**src/design/mub_pkg.sv**
```systemverilog
// mub_pkg: shared types, constants and helpers for the mcu upsample block
// used by mub_front, mub_back, the top level and the testbench, depends on nothing
package mub_pkg;

  localparam int unsigned MaxBlocks = 4;
  localparam int unsigned BlockSize = 64;
  localparam int unsigned BlockSide = 8;
  localparam int unsigned SampleW   = 8;
  localparam int unsigned CfgW      = 3;
  localparam int unsigned CfgIdxW   = 2;

  typedef enum logic [CfgIdxW-1:0] {
    CfgHFactor      = 2'd0,
    CfgVFactor      = 2'd1,
    CfgBlocksAcross = 2'd2,
    CfgBlocksDown   = 2'd3
  } cfg_idx_e;

  typedef enum logic {
    ModeLoad = 1'b0,
    ModePull = 1'b1
  } mode_e;

  typedef struct packed {
    logic               mode;
    logic [SampleW-1:0] sample_in;
  } in_item_t;

  typedef struct packed {
    logic [SampleW-1:0] sample_out;
    logic               last;
  } out_item_t;

  // command from front to back, the store address travels beside it
  typedef struct packed {
    logic               is_read;
    logic               zero;
    logic               last;
    logic [SampleW-1:0] data;
  } cmd_t;

  localparam int unsigned CmdW = $bits(cmd_t);

  // effective factor: 0 acts as 1, above 4 acts as 4
  function automatic logic [CfgW-1:0] eff(input logic [CfgW-1:0] v);
    logic [CfgW-1:0] r;
    r = v;
    if (v == 3'd0) begin
      r = 3'd1;
    end else if (v > 3'd4) begin
      r = 3'd4;
    end
    return r;
  endfunction

endpackage

```
**src/design/mub_ram.sv**
```systemverilog
// mub_ram: generic one-write one-read ram with registered read data
// no dependencies
module mub_ram #(
  parameter int unsigned Width = 8,
  parameter int unsigned Depth = 256
) (
  input  logic                     clk_i,
  input  logic                     we_i,
  input  logic [$clog2(Depth)-1:0] waddr_i,
  input  logic [Width-1:0]         wdata_i,
  input  logic                     re_i,
  input  logic [$clog2(Depth)-1:0] raddr_i,
  output logic [Width-1:0]         rdata_o
);

  logic [Width-1:0] mem_q [Depth];
  logic [Width-1:0] rdata_q;

  always_ff @(posedge clk_i) begin
    if (we_i) begin
      mem_q[waddr_i] <= wdata_i;
    end
    if (re_i) begin
      rdata_q <= mem_q[raddr_i];
    end
  end

  assign rdata_o = rdata_q;

endmodule

```
**src/design/mub_queue.sv**
```systemverilog
// mub_queue: two-entry fifo between the front and back parts
// no dependencies
module mub_queue #(
  parameter int unsigned Width = 8
) (
  input  logic             clk_i,
  input  logic             rst_ni,
  input  logic             push_i,
  input  logic [Width-1:0] push_data_i,
  output logic             full_o,
  output logic             valid_o,
  input  logic             pop_i,
  output logic [Width-1:0] data_o
);

  logic [Width-1:0] entry_q [2];
  logic             wptr_q, wptr_d;
  logic             rptr_q, rptr_d;
  logic [1:0]       count_q, count_d;
  logic             do_push, do_pop;

  assign full_o  = (count_q == 2'd2);
  assign valid_o = (count_q != 2'd0);
  assign data_o  = entry_q[rptr_q];
  assign do_push = push_i && !full_o;
  assign do_pop  = pop_i && valid_o;

  always_comb begin
    wptr_d  = wptr_q ^ do_push;
    rptr_d  = rptr_q ^ do_pop;
    count_d = count_q + {1'b0, do_push} - {1'b0, do_pop};
  end

  always_ff @(posedge clk_i or negedge rst_ni) begin
    if (!rst_ni) begin
      wptr_q  <= 1'b0;
      rptr_q  <= 1'b0;
      count_q <= 2'd0;
    end else begin
      wptr_q  <= wptr_d;
      rptr_q  <= rptr_d;
      count_q <= count_d;
    end
  end

  always_ff @(posedge clk_i) begin
    if (do_push) begin
      entry_q[wptr_q] <= push_data_i;
    end
  end

endmodule

```
**src/design/mub_front.sv**
```systemverilog
// mub_front: config registers, raster and replication counters, command build
// depends on mub_pkg
module mub_front #(
  parameter int unsigned MaxBlocks = mub_pkg::MaxBlocks,
  parameter int unsigned Depth     = MaxBlocks * mub_pkg::BlockSize,
  parameter int unsigned AddrW     = $clog2(Depth)
) (
  input  logic                         clk_i,
  input  logic                         rst_ni,
  input  logic                         cfg_we_i,
  input  logic [mub_pkg::CfgIdxW-1:0]  cfg_idx_i,
  input  logic [mub_pkg::CfgW-1:0]     cfg_data_i,
  input  logic                         in_valid_i,
  output logic                         in_ready_o,
  input  mub_pkg::in_item_t            in_data_i,
  output logic                         push_o,
  output mub_pkg::cmd_t                cmd_o,
  output logic [AddrW-1:0]             addr_o,
  input  logic                         full_i
);

  localparam int unsigned CntW = AddrW + 1;

  logic [mub_pkg::CfgW-1:0] h_q, v_q, ba_q, bd_q;
  logic [CntW-1:0] load_q, load_d;
  logic [2:0] pcol_q, pcol_d, prow_q, prow_d;
  logic [1:0] bcol_q, bcol_d, brow_q, brow_d;
  logic [1:0] racr_q, racr_d, rdn_q, rdn_d;

  logic [2:0]  hf, vf, ba, bd, bc, br;
  logic        reformat, in_range, accept, pull, wrap, room;
  logic [4:0]  blk;
  logic [10:0] addr_wide;
  logic        w0, w1, w2, w3, u0, u1, u2, u3;

  assign in_ready_o = !full_i;
  assign accept     = in_valid_i && in_ready_o;
  assign pull       = (in_data_i.mode == mub_pkg::ModePull);

  always_comb begin
    hf = mub_pkg::eff(h_q);
    vf = mub_pkg::eff(v_q);
    ba = mub_pkg::eff(ba_q);
    bd = mub_pkg::eff(bd_q);
    reformat = (hf == 3'd1) && (vf == 3'd1);

    // a block counter beyond a lowered limit reads as the limit minus one
    bc = ({1'b0, bcol_q} < ba) ? {1'b0, bcol_q} : ba - 3'd1;
    br = ({1'b0, brow_q} < bd) ? {1'b0, brow_q} : bd - 3'd1;
    blk = 5'(br) * 5'(ba) + 5'(bc);
    in_range = 32'(blk) < 32'(MaxBlocks);
    addr_wide = {blk, prow_q, pcol_q};

    // reformat chain: pixel_col, block_col, pixel_row, block_row
    w0 = (pcol_q == 3'd7);
    w1 = w0 && (({1'b0, bcol_q} + 3'd1) >= ba);
    w2 = w1 && (prow_q == 3'd7);
    w3 = w2 && (({1'b0, brow_q} + 3'd1) >= bd);
    // upsample chain: repeat_across, pixel_col, repeat_down, pixel_row
    u0 = (({1'b0, racr_q} + 3'd1) >= hf);
    u1 = u0 && (pcol_q == 3'd7);
    u2 = u1 && (({1'b0, rdn_q} + 3'd1) >= vf);
    u3 = u2 && (prow_q == 3'd7);

    wrap = reformat ? w3 : u3;
    room = (load_q < CntW'(Depth));

    load_d = load_q;
    pcol_d = pcol_q;
    bcol_d = bcol_q;
    prow_d = prow_q;
    brow_d = brow_q;
    racr_d = racr_q;
    rdn_d  = rdn_q;

    if (accept && !pull && room) begin
      load_d = load_q + CntW'(1);
    end else if (accept && pull) begin
      if (wrap) begin
        load_d = '0;
        pcol_d = '0;
        bcol_d = '0;
        prow_d = '0;
        brow_d = '0;
        racr_d = '0;
        rdn_d  = '0;
      end else if (reformat) begin
        pcol_d = w0 ? 3'd0 : pcol_q + 3'd1;
        if (w0) begin
          bcol_d = w1 ? 2'd0 : bcol_q + 2'd1;
        end
        if (w1) begin
          prow_d = w2 ? 3'd0 : prow_q + 3'd1;
        end
        if (w2) begin
          brow_d = brow_q + 2'd1;
        end
      end else begin
        racr_d = u0 ? 2'd0 : racr_q + 2'd1;
        if (u0) begin
          pcol_d = u1 ? 3'd0 : pcol_q + 3'd1;
        end
        if (u1) begin
          rdn_d = u2 ? 2'd0 : rdn_q + 2'd1;
        end
        if (u2) begin
          prow_d = prow_q + 3'd1;
        end
      end
    end

    push_o        = accept && (pull || room);
    cmd_o.is_read = pull;
    cmd_o.zero    = reformat && !in_range;
    cmd_o.last    = wrap;
    cmd_o.data    = in_data_i.sample_in;
    if (!pull) begin
      addr_o = load_q[AddrW-1:0];
    end else if (reformat) begin
      addr_o = addr_wide[AddrW-1:0];
    end else begin
      addr_o = AddrW'({prow_q, pcol_q});
    end
  end

  always_ff @(posedge clk_i or negedge rst_ni) begin
    if (!rst_ni) begin
      h_q    <= 3'd1;
      v_q    <= 3'd1;
      ba_q   <= 3'd1;
      bd_q   <= 3'd1;
      load_q <= '0;
      pcol_q <= '0;
      bcol_q <= '0;
      prow_q <= '0;
      brow_q <= '0;
      racr_q <= '0;
      rdn_q  <= '0;
    end else begin
      if (cfg_we_i) begin
        case (cfg_idx_i)
          mub_pkg::CfgHFactor:      h_q  <= cfg_data_i;
          mub_pkg::CfgVFactor:      v_q  <= cfg_data_i;
          mub_pkg::CfgBlocksAcross: ba_q <= cfg_data_i;
          mub_pkg::CfgBlocksDown:   bd_q <= cfg_data_i;
          default:                  h_q  <= h_q;
        endcase
      end
      load_q <= load_d;
      pcol_q <= pcol_d;
      bcol_q <= bcol_d;
      prow_q <= prow_d;
      brow_q <= brow_d;
      racr_q <= racr_d;
      rdn_q  <= rdn_d;
    end
  end

endmodule

```
**src/design/mub_back.sv**
```systemverilog
// mub_back: carries out queued commands against the sample store
// depends on mub_pkg and mub_ram
module mub_back #(
  parameter int unsigned Depth = mub_pkg::MaxBlocks * mub_pkg::BlockSize,
  parameter int unsigned AddrW = $clog2(Depth)
) (
  input  logic               clk_i,
  input  logic               rst_ni,
  input  logic               cmd_valid_i,
  input  mub_pkg::cmd_t      cmd_i,
  input  logic [AddrW-1:0]   addr_i,
  output logic               pop_o,
  output logic               out_valid_o,
  input  logic               out_ready_i,
  output mub_pkg::out_item_t out_data_o
);

  logic                         pend_q, pend_zero_q, pend_last_q;
  logic                         out_valid_q, out_valid_d;
  mub_pkg::out_item_t           out_q;
  logic                         rd_ok, we, re;
  logic [mub_pkg::SampleW-1:0]  rdata;

  // a read issues only when its result has a free output slot on arrival
  assign rd_ok = !pend_q && (!out_valid_q || out_ready_i);
  assign pop_o = cmd_valid_i && (!cmd_i.is_read || rd_ok);
  assign we    = pop_o && !cmd_i.is_read;
  assign re    = pop_o && cmd_i.is_read;

  mub_ram #(
    .Width (mub_pkg::SampleW),
    .Depth (Depth)
  ) u_store (
    .clk_i   (clk_i),
    .we_i    (we),
    .waddr_i (addr_i),
    .wdata_i (cmd_i.data),
    .re_i    (re),
    .raddr_i (addr_i),
    .rdata_o (rdata)
  );

  always_comb begin
    out_valid_d = out_valid_q;
    if (pend_q) begin
      out_valid_d = 1'b1;
    end else if (out_ready_i) begin
      out_valid_d = 1'b0;
    end
  end

  always_ff @(posedge clk_i or negedge rst_ni) begin
    if (!rst_ni) begin
      pend_q      <= 1'b0;
      out_valid_q <= 1'b0;
    end else begin
      pend_q      <= re;
      out_valid_q <= out_valid_d;
    end
  end

  always_ff @(posedge clk_i) begin
    if (re) begin
      pend_zero_q <= cmd_i.zero;
      pend_last_q <= cmd_i.last;
    end
    if (pend_q) begin
      out_q.sample_out <= pend_zero_q ? '0 : rdata;
      out_q.last       <= pend_last_q;
    end
  end

  assign out_valid_o = out_valid_q;
  assign out_data_o  = out_q;

endmodule

```
**src/design/mcu_upsample_block_to_raster.sv**
```systemverilog
// mcu_upsample_block_to_raster: top level of the mcu raster / upsample block
// depends on mub_pkg, mub_front, mub_queue, mub_back (and mub_ram below it)
//
//  channel | direction | handshake                | payload
//  --------+-----------+--------------------------+-------------------------------
//  in      | input     | in_valid_i / in_ready_o  | in_data_i  (mode, sample_in)
//  out     | output    | out_valid_o / out_ready_i| out_data_o (sample_out, last)
//  cfg     | input     | cfg_we_i, no wait        | cfg_idx_i, cfg_data_i
//
// a load transaction is taken every cycle while the queue has room
// a pull transaction passes through a store read, then the output register
// the back issues no store read while the data of its last read is pending, which limits the pull rate
// reset clears config to 1 and all counters, the store itself is not cleared
// a stalled output holds its result while the front keeps taking transactions
// until the two-entry queue fills
module mcu_upsample_block_to_raster #(
  parameter int unsigned MaxBlocks = mub_pkg::MaxBlocks
) (
  input  logic                        clk_i,
  input  logic                        rst_ni,
  // configuration writes
  input  logic                        cfg_we_i,
  input  logic [mub_pkg::CfgIdxW-1:0] cfg_idx_i,
  input  logic [mub_pkg::CfgW-1:0]    cfg_data_i,
  // input transactions
  input  logic                        in_valid_i,
  output logic                        in_ready_o,
  input  mub_pkg::in_item_t           in_data_i,
  // result transactions
  output logic                        out_valid_o,
  input  logic                        out_ready_i,
  output mub_pkg::out_item_t          out_data_o
);

  localparam int unsigned Depth = MaxBlocks * mub_pkg::BlockSize;
  localparam int unsigned AddrW = $clog2(Depth);
  localparam int unsigned QW    = AddrW + mub_pkg::CmdW;

  // front side command
  logic               push, full;
  mub_pkg::cmd_t      f_cmd;
  logic [AddrW-1:0]   f_addr;
  // back side command
  logic               q_valid, pop;
  logic [QW-1:0]      q_data;
  mub_pkg::cmd_t      b_cmd;
  logic [AddrW-1:0]   b_addr;

  mub_front #(
    .MaxBlocks (MaxBlocks),
    .Depth     (Depth),
    .AddrW     (AddrW)
  ) u_front (
    .clk_i      (clk_i),
    .rst_ni     (rst_ni),
    .cfg_we_i   (cfg_we_i),
    .cfg_idx_i  (cfg_idx_i),
    .cfg_data_i (cfg_data_i),
    .in_valid_i (in_valid_i),
    .in_ready_o (in_ready_o),
    .in_data_i  (in_data_i),
    .push_o     (push),
    .cmd_o      (f_cmd),
    .addr_o     (f_addr),
    .full_i     (full)
  );

  // decouples counter updates from store access
  mub_queue #(
    .Width (QW)
  ) u_queue (
    .clk_i       (clk_i),
    .rst_ni      (rst_ni),
    .push_i      (push),
    .push_data_i ({f_addr, f_cmd}),
    .full_o      (full),
    .valid_o     (q_valid),
    .pop_i       (pop),
    .data_o      (q_data)
  );

  assign b_addr = q_data[QW-1:mub_pkg::CmdW];
  assign b_cmd  = mub_pkg::cmd_t'(q_data[mub_pkg::CmdW-1:0]);

  mub_back #(
    .Depth (Depth),
    .AddrW (AddrW)
  ) u_back (
    .clk_i       (clk_i),
    .rst_ni      (rst_ni),
    .cmd_valid_i (q_valid),
    .cmd_i       (b_cmd),
    .addr_i      (b_addr),
    .pop_o       (pop),
    .out_valid_o (out_valid_o),
    .out_ready_i (out_ready_i),
    .out_data_o  (out_data_o)
  );

endmodule

```
**config.mk**
```make
export PLATFORM = sky130hd
export DESIGN_NAME = mcu_upsample_block_to_raster
export DESIGN_NICKNAME = d
export VERILOG_FILES = /design/src/design/mub_pkg.sv /design/src/design/mub_ram.sv /design/src/design/mub_queue.sv /design/src/design/mub_front.sv /design/src/design/mub_back.sv /design/src/design/mcu_upsample_block_to_raster.sv
export SDC_FILE = /design/constraint.sdc
export NUM_CORES = 2
export LEC_CHECK = 0
export BUFFER_PORTS_ARGS = -buffer_cell sky130_fd_sc_hd__buf_2
export CAP_MARGIN = 5
export CORE_AREA = 2 2 456 458
export CTS_BUF_LIST = sky130_fd_sc_hd__clkbuf_4 sky130_fd_sc_hd__clkbuf_8 sky130_fd_sc_hd__clkbuf_16
export DETAILED_ROUTE_END_ITERATION = 10
export DIE_AREA = 0 0 458 460
export PLACE_DENSITY_LB_ADDON = 0.12
export SLEW_MARGIN = 30
export SYNTH_ARGS = -nofsm -noshare
export SYNTH_HDL_FRONTEND = slang
export SYNTH_SLANG_ARGS = --single-unit
```
**constraint.sdc**
```tcl
create_clock -name clk_i -period 5.32 [get_ports clk_i]
set_input_delay 1.596 -clock clk_i [delete_from_list [all_inputs] [get_ports clk_i]]
set_output_delay 1.596 -clock clk_i [all_outputs]
set_load 0.03 [all_outputs]
```
## Word level (Yosys, flattened, before mapping)

Memories as Yosys holds them, arrays and structs flattened. A register that Yosys moved wholly into a read port is not among the register bits.
Index checks and enable logic that the tools add are counted.

| word-level totals | value |
|---|---|
| flip-flop bits (word level) | 52 |
| RAM bits | 2086 |
| input port bits | 19 |
| output and inout port bits | 11 |
| logic and storage cells | 164 |
| memories | 2 |

| cells by class | value |
|---|---|
| add/sub/neg operators | 16 |
| $mul | 1 |
| magnitude comparators | 12 |
| equality and inequality tests | 10 |
| multiplexer cells | 46 |
| bitwise gates (word level) | 3 |
| reduce and logical (&&, ||, !) cells | 54 |

Memory list:

| memory | words | bits a word | rd ports | clocked after memory_dff | write ports | RTL line | text |
|---|---|---|---|---|---|---|---|
| u_back.u_store.mem_q | 256 | 8 | 1 | 1 | 1 | mub_ram.sv:16 | `logic [Width-1:0] mem_q [Depth];` |
| u_queue.entry_q | 2 | 19 | 1 | 0 | 1 | mub_queue.sv:16 | `logic [Width-1:0] entry_q [2];` |

Operator list:

| cell | number |
|---|---|
| $mux W3 | 20 |
| $mux W2 | 14 |
| $mux W9 | 3 |
| $logic_and A1 B1 Y1 | 19 |
| $mux W8 | 2 |
| $reduce_and A4 Y1 | 4 |
| $reduce_bool A2 Y1 | 8 |
| $add A2 B1 Y3 const B | 4 |
| $ge A3 B3 Y1 | 4 |
| $gt A3 B3 Y1 const B | 4 |
| $logic_not A3 Y1 | 4 |
| $reduce_and A2 Y1 | 5 |
| $add A9 B1 Y9 const B | 1 |
| $lt A9 B9 Y1 const B | 1 |
| $add A2 B1 Y2 const B | 4 |
| $mux W1 | 7 |
| $add A3 B1 Y3 const B | 2 |
| $eq A2 B2 Y1 const B | 3 |
| $eq A3 B1 Y1 const B | 2 |
| $eq A3 B3 Y1 const B | 2 |
| $logic_not A1 Y1 | 6 |
| $lt A2 B3 Y1 | 2 |
| $reduce_and A3 Y1 | 2 |
| $reduce_bool A3 Y1 | 2 |
| 13 further kinds | 17 |

## Logic depth before layout (Yosys ltp)

| logic depth | value |
|---|---|
| word-level depth | 11 |
| mapped depth | 19 |
| gate-level depth less buffers | 19 |

## Cells and area by module

Synthesis repeated with hierarchy kept, for this count alone.

| unflattened totals | value |
|---|---|
| cell total of the unflattened synthesis | 4135 |
| area total of the unflattened synthesis | 84538.6 sq um |

Modules (own cells, without submodules):

| module | times used | cells each | area an instance (sq um) | sequential area each (sq um) |
|---|---|---|---|---|
| mub_ram | 1 | 3733 | 79636.4 | 61739.2 |
| mub_front | 1 | 295 | 2756.4 | 880.8 |
| mub_queue | 1 | 79 | 1670.4 | 1241.2 |
| mub_back | 1 | 28 | 475.5 | 380.4 |

## Least setup slack after synthesis

No wires, ideal clock.

| path | value |
|---|---|
| path kind | reg2reg |
| start point | reg u_queue.rptr_q |
| end point | mem u_back.u_store.mem_q[0][0], data pin |
| setup time | 0.555 ns |
| arrival | 3.281 ns |
| data required time | 4.765 ns |
| setup slack | 1.484 ns |
| cell stages (with the launch flop) | 7 |
| buffers on the path | 5 |
| clock period less this slack | 3.836 ns |
| cell sequence | dfrtp_1 -> buf_4 -> buf_6 -> buf_4 -> clkbuf_1 -> buf_1 -> mux2_2 |

| between the ends | value |
|---|---|
| word-level cells in the longest chain between the ends | 1 |

RTL lines:

| element | RTL line | text |
|---|---|---|
| start, declared | mub_queue.sv:18 | `logic rptr_q, rptr_d;` |
| start signal, assigned | mub_queue.sv:41 | `rptr_q <= rptr_d;` |
| $mem_v2 Z2 W19 | n/a |  |
| net q_data[0] | mcu_upsample_block_to_raster.sv:45 | `logic [QW-1:0] q_data;` |
| end, declared | mub_ram.sv:16 |  |

The timed path passes the listed nets, and every way through them passes these cells.

## Worst setup path in the final report

| path | value |
|---|---|
| start point | reg u_queue.rptr_q |
| end point | reg u_back.u_store.rdata_q[4], in the netlist u_back.u_store.rdata_o[4], read port of u_back.u_store.mem_q, data pin |

| between the ends | value |
|---|---|
| word-level cells in the longest chain between the ends | 5 |

RTL lines:

| element | RTL line | text |
|---|---|---|
| $mem_v2 Z2 W19 * | n/a |  |
| $logic_not A1 Y1 | mub_back.sv:26 | `assign pop_o = cmd_valid_i && (!cmd_i.is_read \|\| rd_ok);` |
| $logic_or A1 B1 Y1 | mub_back.sv:26 |  |
| $logic_and A1 B1 Y1 | mub_back.sv:26 |  |
| $logic_and A1 B1 Y1 | mub_back.sv:28 | `assign re = pop_o && cmd_i.is_read;` |
| end, declared | mub_ram.sv:17 | `logic [Width-1:0] rdata_q;` |

Mark *: on every way between the ends. The rest lies on a longest branch, timed or not.
A chain may end at the register's enable or synchronous reset.

==> results_dict.tcl <==
set metrics [dict create \
    critical-path-top-cell-by-count "buf_4" \
    ff2ff_path_depth 10 \
    reg2reg_slack_ns 0.74 \
    timing_max_transition_violations_final 0 \
    die_width_um 458 \
    mappedNetlistArea_mm2 0.0838 \
    clock.fmax_mhz 218 \
    finalClockSkew_ns 0.0437 \
    clk_transition_reported_paths_ns 0.06 \
    worstPathCellList "mux2i_4 -> buf_4 -> buf_12 -> mux4_2 -> a22oi_1 -> nand4_1 -> o21ai_0 -> buf_4 -> o221ai_1 -> a2111o_1" \
    routabilityCongestion 0.802 \
    number_of_global_route_vias_before_repair 43164 \
    cp_num_cells 10 \
    timing.final.hold_violations 0 \
    detail_route.iter0.violations 4074 \
    criticalPathCategory "reg -> reg" \
    post_cts_hold_buffer_count 0 \
    core_area_mm2 0.206 \
    ctsLongestPathBuffers 3 \
    area_grow_syn2layout_pct 14.9 \
    crit_buf_inv 3 \
    syn_nets 4441 \
    timing.critical_path.from_type "register" \
    antenna_found_initial 8 \
    worstSetupStartpoint "u_queue.rptr_q" \
    fp.dieArea_mm2 0.211 \
    period_share_pct 86.1 \
    number_of_storage_elements_in_the_synthesis_netlist 2146 \
    grt_max_degree 145 \
    finalInstanceArea_mm2 0.0963 \
    outcome "finished, final reports clean" \
    cts-resized-gates 0 \
    vias 42761 \
    slew_headroom_pct 29.9 \
    slowest_stage "o21ai_0" \
    max_slew.worst_pin.slew_ns 1.05 \
    post_synth.cell_area_avg_um2 19.1 \
    synth-seq-area-share_pct 76.7 \
    clock_root_buffer_master "clkbuf_16" \
    number_of_buffers_inserted_by_post_cts_setup_repair 0 \
    post_synth_arst_share_pct 1.91 \
    die_height_um 460 \
    dr.pass1.iters 5 \
    max-vdd-ir-drop_uv 725 \
    htree_levels 4 \
    post_synth_inst_count 4380 \
    critical_path.top_delay_family "compound AO/OA/AOI/OAI gates" \
    floorplan.initialDensity_pct 40.7 \
    via_per_inst 5.64 \
    synth.area.top_cells "edfxtp_1, mux4_2, nand2_1" \
    synth.largest_area_cell "edfxtp_1" \
    post-route-drc-count 0 \
    nFillCells 17433 \
    final-instance-count-excl-fill 7583 \
    worst_skew_pair_later_pin_latency_ns 0.87 \
    wl_per_cell_um 29.3 \
    arrival_ns 5.18 \
    pwr_density_cell_mw_per_mm2 534 \
    critPathMaxStageDelay_ns 0.64 \
    synth_cell_types 55 \
    yosys_most_used_dff "edfxtp_1" \
    timing.critical_path.required_ns 5.92 \
    detail-route-antenna-nets 0 \
    synth_enable_flop_cells 2105 \
    grt_setup_unrepaired "false" \
    postPlaceCellArea_mm2 0.0890 \
    r2r_end "u_back.u_store.rdata_o[4]" \
    reg2reg_from "u_queue.rptr_q" \
    placement.io_buffers 29 \
    leakagePower_nw 31.0 \
    totalNegativeSetupSlack_ns 0 \
    final.min_clock_period_ns 4.58 \
    synth_largest_type_area_fraction_pct 75.4 \
    grt_usage_pct 21.0 \
    numClockSinks 2146 \
    cts_made_buffers 221 \
    worst_setup_path_end_kind "register" \
    finalNetCount 4752 \
    core.rowCount 167 \
    io-pin-count 30 \
    max_cap_viol_count 0 \
    global_route.overflow_total 0 \
    place.detailed.hpwl_mm 136 \
    crit_path_max_fanout 27 \
    grt_first_pass_wirelength_mm 317 \
    cts_tree "yes" \
    endpoint "u_back.u_store.rdata_o[4]" \
    layout-drive-gt1-share_pct 24.8 \
    post-place-cells 7169 \
    area_used_by_sequential_logic_in_the_layout_mm2 0.0642 \
    route.final.wire_length_mm 222 \
    setup_violations 0 \
    holdCritPathClass "reg -> reg" \
    multiInputGateArea_mm2 0.0186 \
    yosys_warnings 0 \
]
## synthesized netlist by cell type, types with 2 or more instances
| cell type | count |
|---|---|
| and3_1 | 66 |
| nor2b_1 | 11 |
| edfxtp_1 | 2105 |
| xor2_1 | 2 |
| buf_6 | 8 |
| a22o_1 | 34 |
| buf_4 | 16 |
| a21oi_1 | 43 |
| nand3b_1 | 8 |
| o21ai_0 | 47 |
| fa_1 | 3 |
| a22oi_1 | 153 |
| a21o_1 | 9 |
| a21boi_0 | 3 |
| nor2_1 | 316 |
| dfstp_2 | 4 |
| o32ai_1 | 2 |
| ha_1 | 39 |
| or3_1 | 2 |
| nand2b_1 | 7 |
| mux4_2 | 432 |
| o41a_1 | 16 |
| xnor2_1 | 6 |
| a31oi_1 | 20 |
| nor3_1 | 10 |
| buf_1 | 19 |
| or3b_2 | 5 |
| inv_1 | 37 |
| a2111o_1 | 8 |
| dfrtp_1 | 37 |
| nor4_1 | 17 |
| nand2_1 | 402 |
| or4_1 | 2 |
| clkbuf_1 | 109 |
| nand3_1 | 158 |
| o221ai_1 | 8 |
| mux2i_1 | 23 |
| mux2_2 | 44 |
| and2_1 | 11 |
| buf_2 | 81 |
| nand4_1 | 42 |
| o22ai_1 | 2 |
## cells by family (layout without fill, tap and decap cells)
family / after synthesis / in the layout / share of synthesized area (%)
AOI/OAI and AO/OA: 351 / 351 / 3.04
xor gates and xnor gates: 8 / 8 / 0.0836
adders and majority gates: 42 / 42 / 0.654
buffers and inverters: 270 / 768 / 1.47
DFF: 2146 / 2146 / 76.7
muxes: 502 / 502 / 12.5
other: 0 / 1 / 0
and+or+nand+nor: 1061 / 1061 / 5.56
## layer usage
metal  global-route usage, %  up-vias  wire, um  part of all wire, %
met4                    6.18        2      6150                  2.8
met1                    29.9    22729     97500                   44
met2                    33.0     1387    105000                   47
met5                       0        -        14               0.0063
li1                        -    18346         -                    -
met3                    3.87      297     14100                  6.4
## power breakdown
part | switching (mW) | internal, mW | leakage, nW
Sequential | 0.252 | 21.0 | 19.4
Combinational | 9.76 | 5.16 | 7.99
Clock | 6.58 | 8.67 | 3.60
Total | 16.6 | 34.9 | 31.0
## how the worst min path moves through the flow
stage                     cells past startpoint               start              endpoint  slack, ns
after detailed placement                      0  u_back.pend_last_q  u_back.out_data_o[0]       0.42
after floorplan                               0  u_back.pend_last_q  u_back.out_data_o[0]       0.40
final                                         0  u_back.pend_last_q  u_back.out_data_o[0]       0.44
after global placement                        0  u_back.pend_last_q  u_back.out_data_o[0]       0.41
after global routing                          0  u_back.pend_last_q  u_back.out_data_o[0]       0.45
after CTS                                     0  u_back.pend_last_q  u_back.out_data_o[0]       0.44
## cell usage in the layout, fill, tap and decap left out, types with 22 or more instances in the layout
cell / n
ha_1: 39
nand4_1: 42
and3_1: 66
mux4_2: 432
clkinv_1: 51
a22oi_1: 153
clkbuf_4: 51
edfxtp_1: 2105
dfrtp_1: 35
clkinv_2: 52
nor2_1: 310
a21oi_1: 36
buf_12: 22
buf_4: 266
buf_2: 28
nand2_1: 386
nand3_1: 158
a22o_1: 34
mux2_2: 36
clkbuf_16: 222
inv_1: 37
o21ai_0: 46
## state kept, by name (all words and copies together) (netlist names), 8 cells and up
name,count
u_back.u_store.mem_q,2048
u_queue.entry_q,38
u_back.out_data_o,9
u_front.load_q,9
u_back.u_store.rdata_o,8
## per-stage QoR
stage          hold WS, ns  setup slack, ns  power [mW]  util, %
5_1_grt              0.454            0.584        53.4     46.7
4_1_cts              0.442            0.779        52.0     46.7
3_5_place_dp         0.416            0.778        36.8     43.2
6_report             0.444            0.742        51.5     46.7
3_3_place_gp         0.413            0.757        36.6     43.2
2_1_floorplan        0.400             1.48        30.7        -
## final cells by class
| class | instances | area share [%] |
|---|---|---|
| flip-flops and latches | 2146 | 66.7 |
| multi-input cells | 1964 | 19.4 |
| clock buffers | 277 | 6.22 |
| well taps | 2704 | 3.51 |
| repair buffers | 321 | 2.82 |
| clock inverters | 133 | 1.21 |
| inverters | 37 | 0.144 |
| diodes | 1 | 0.00260 |
Power figures use the tool's default switching activity.
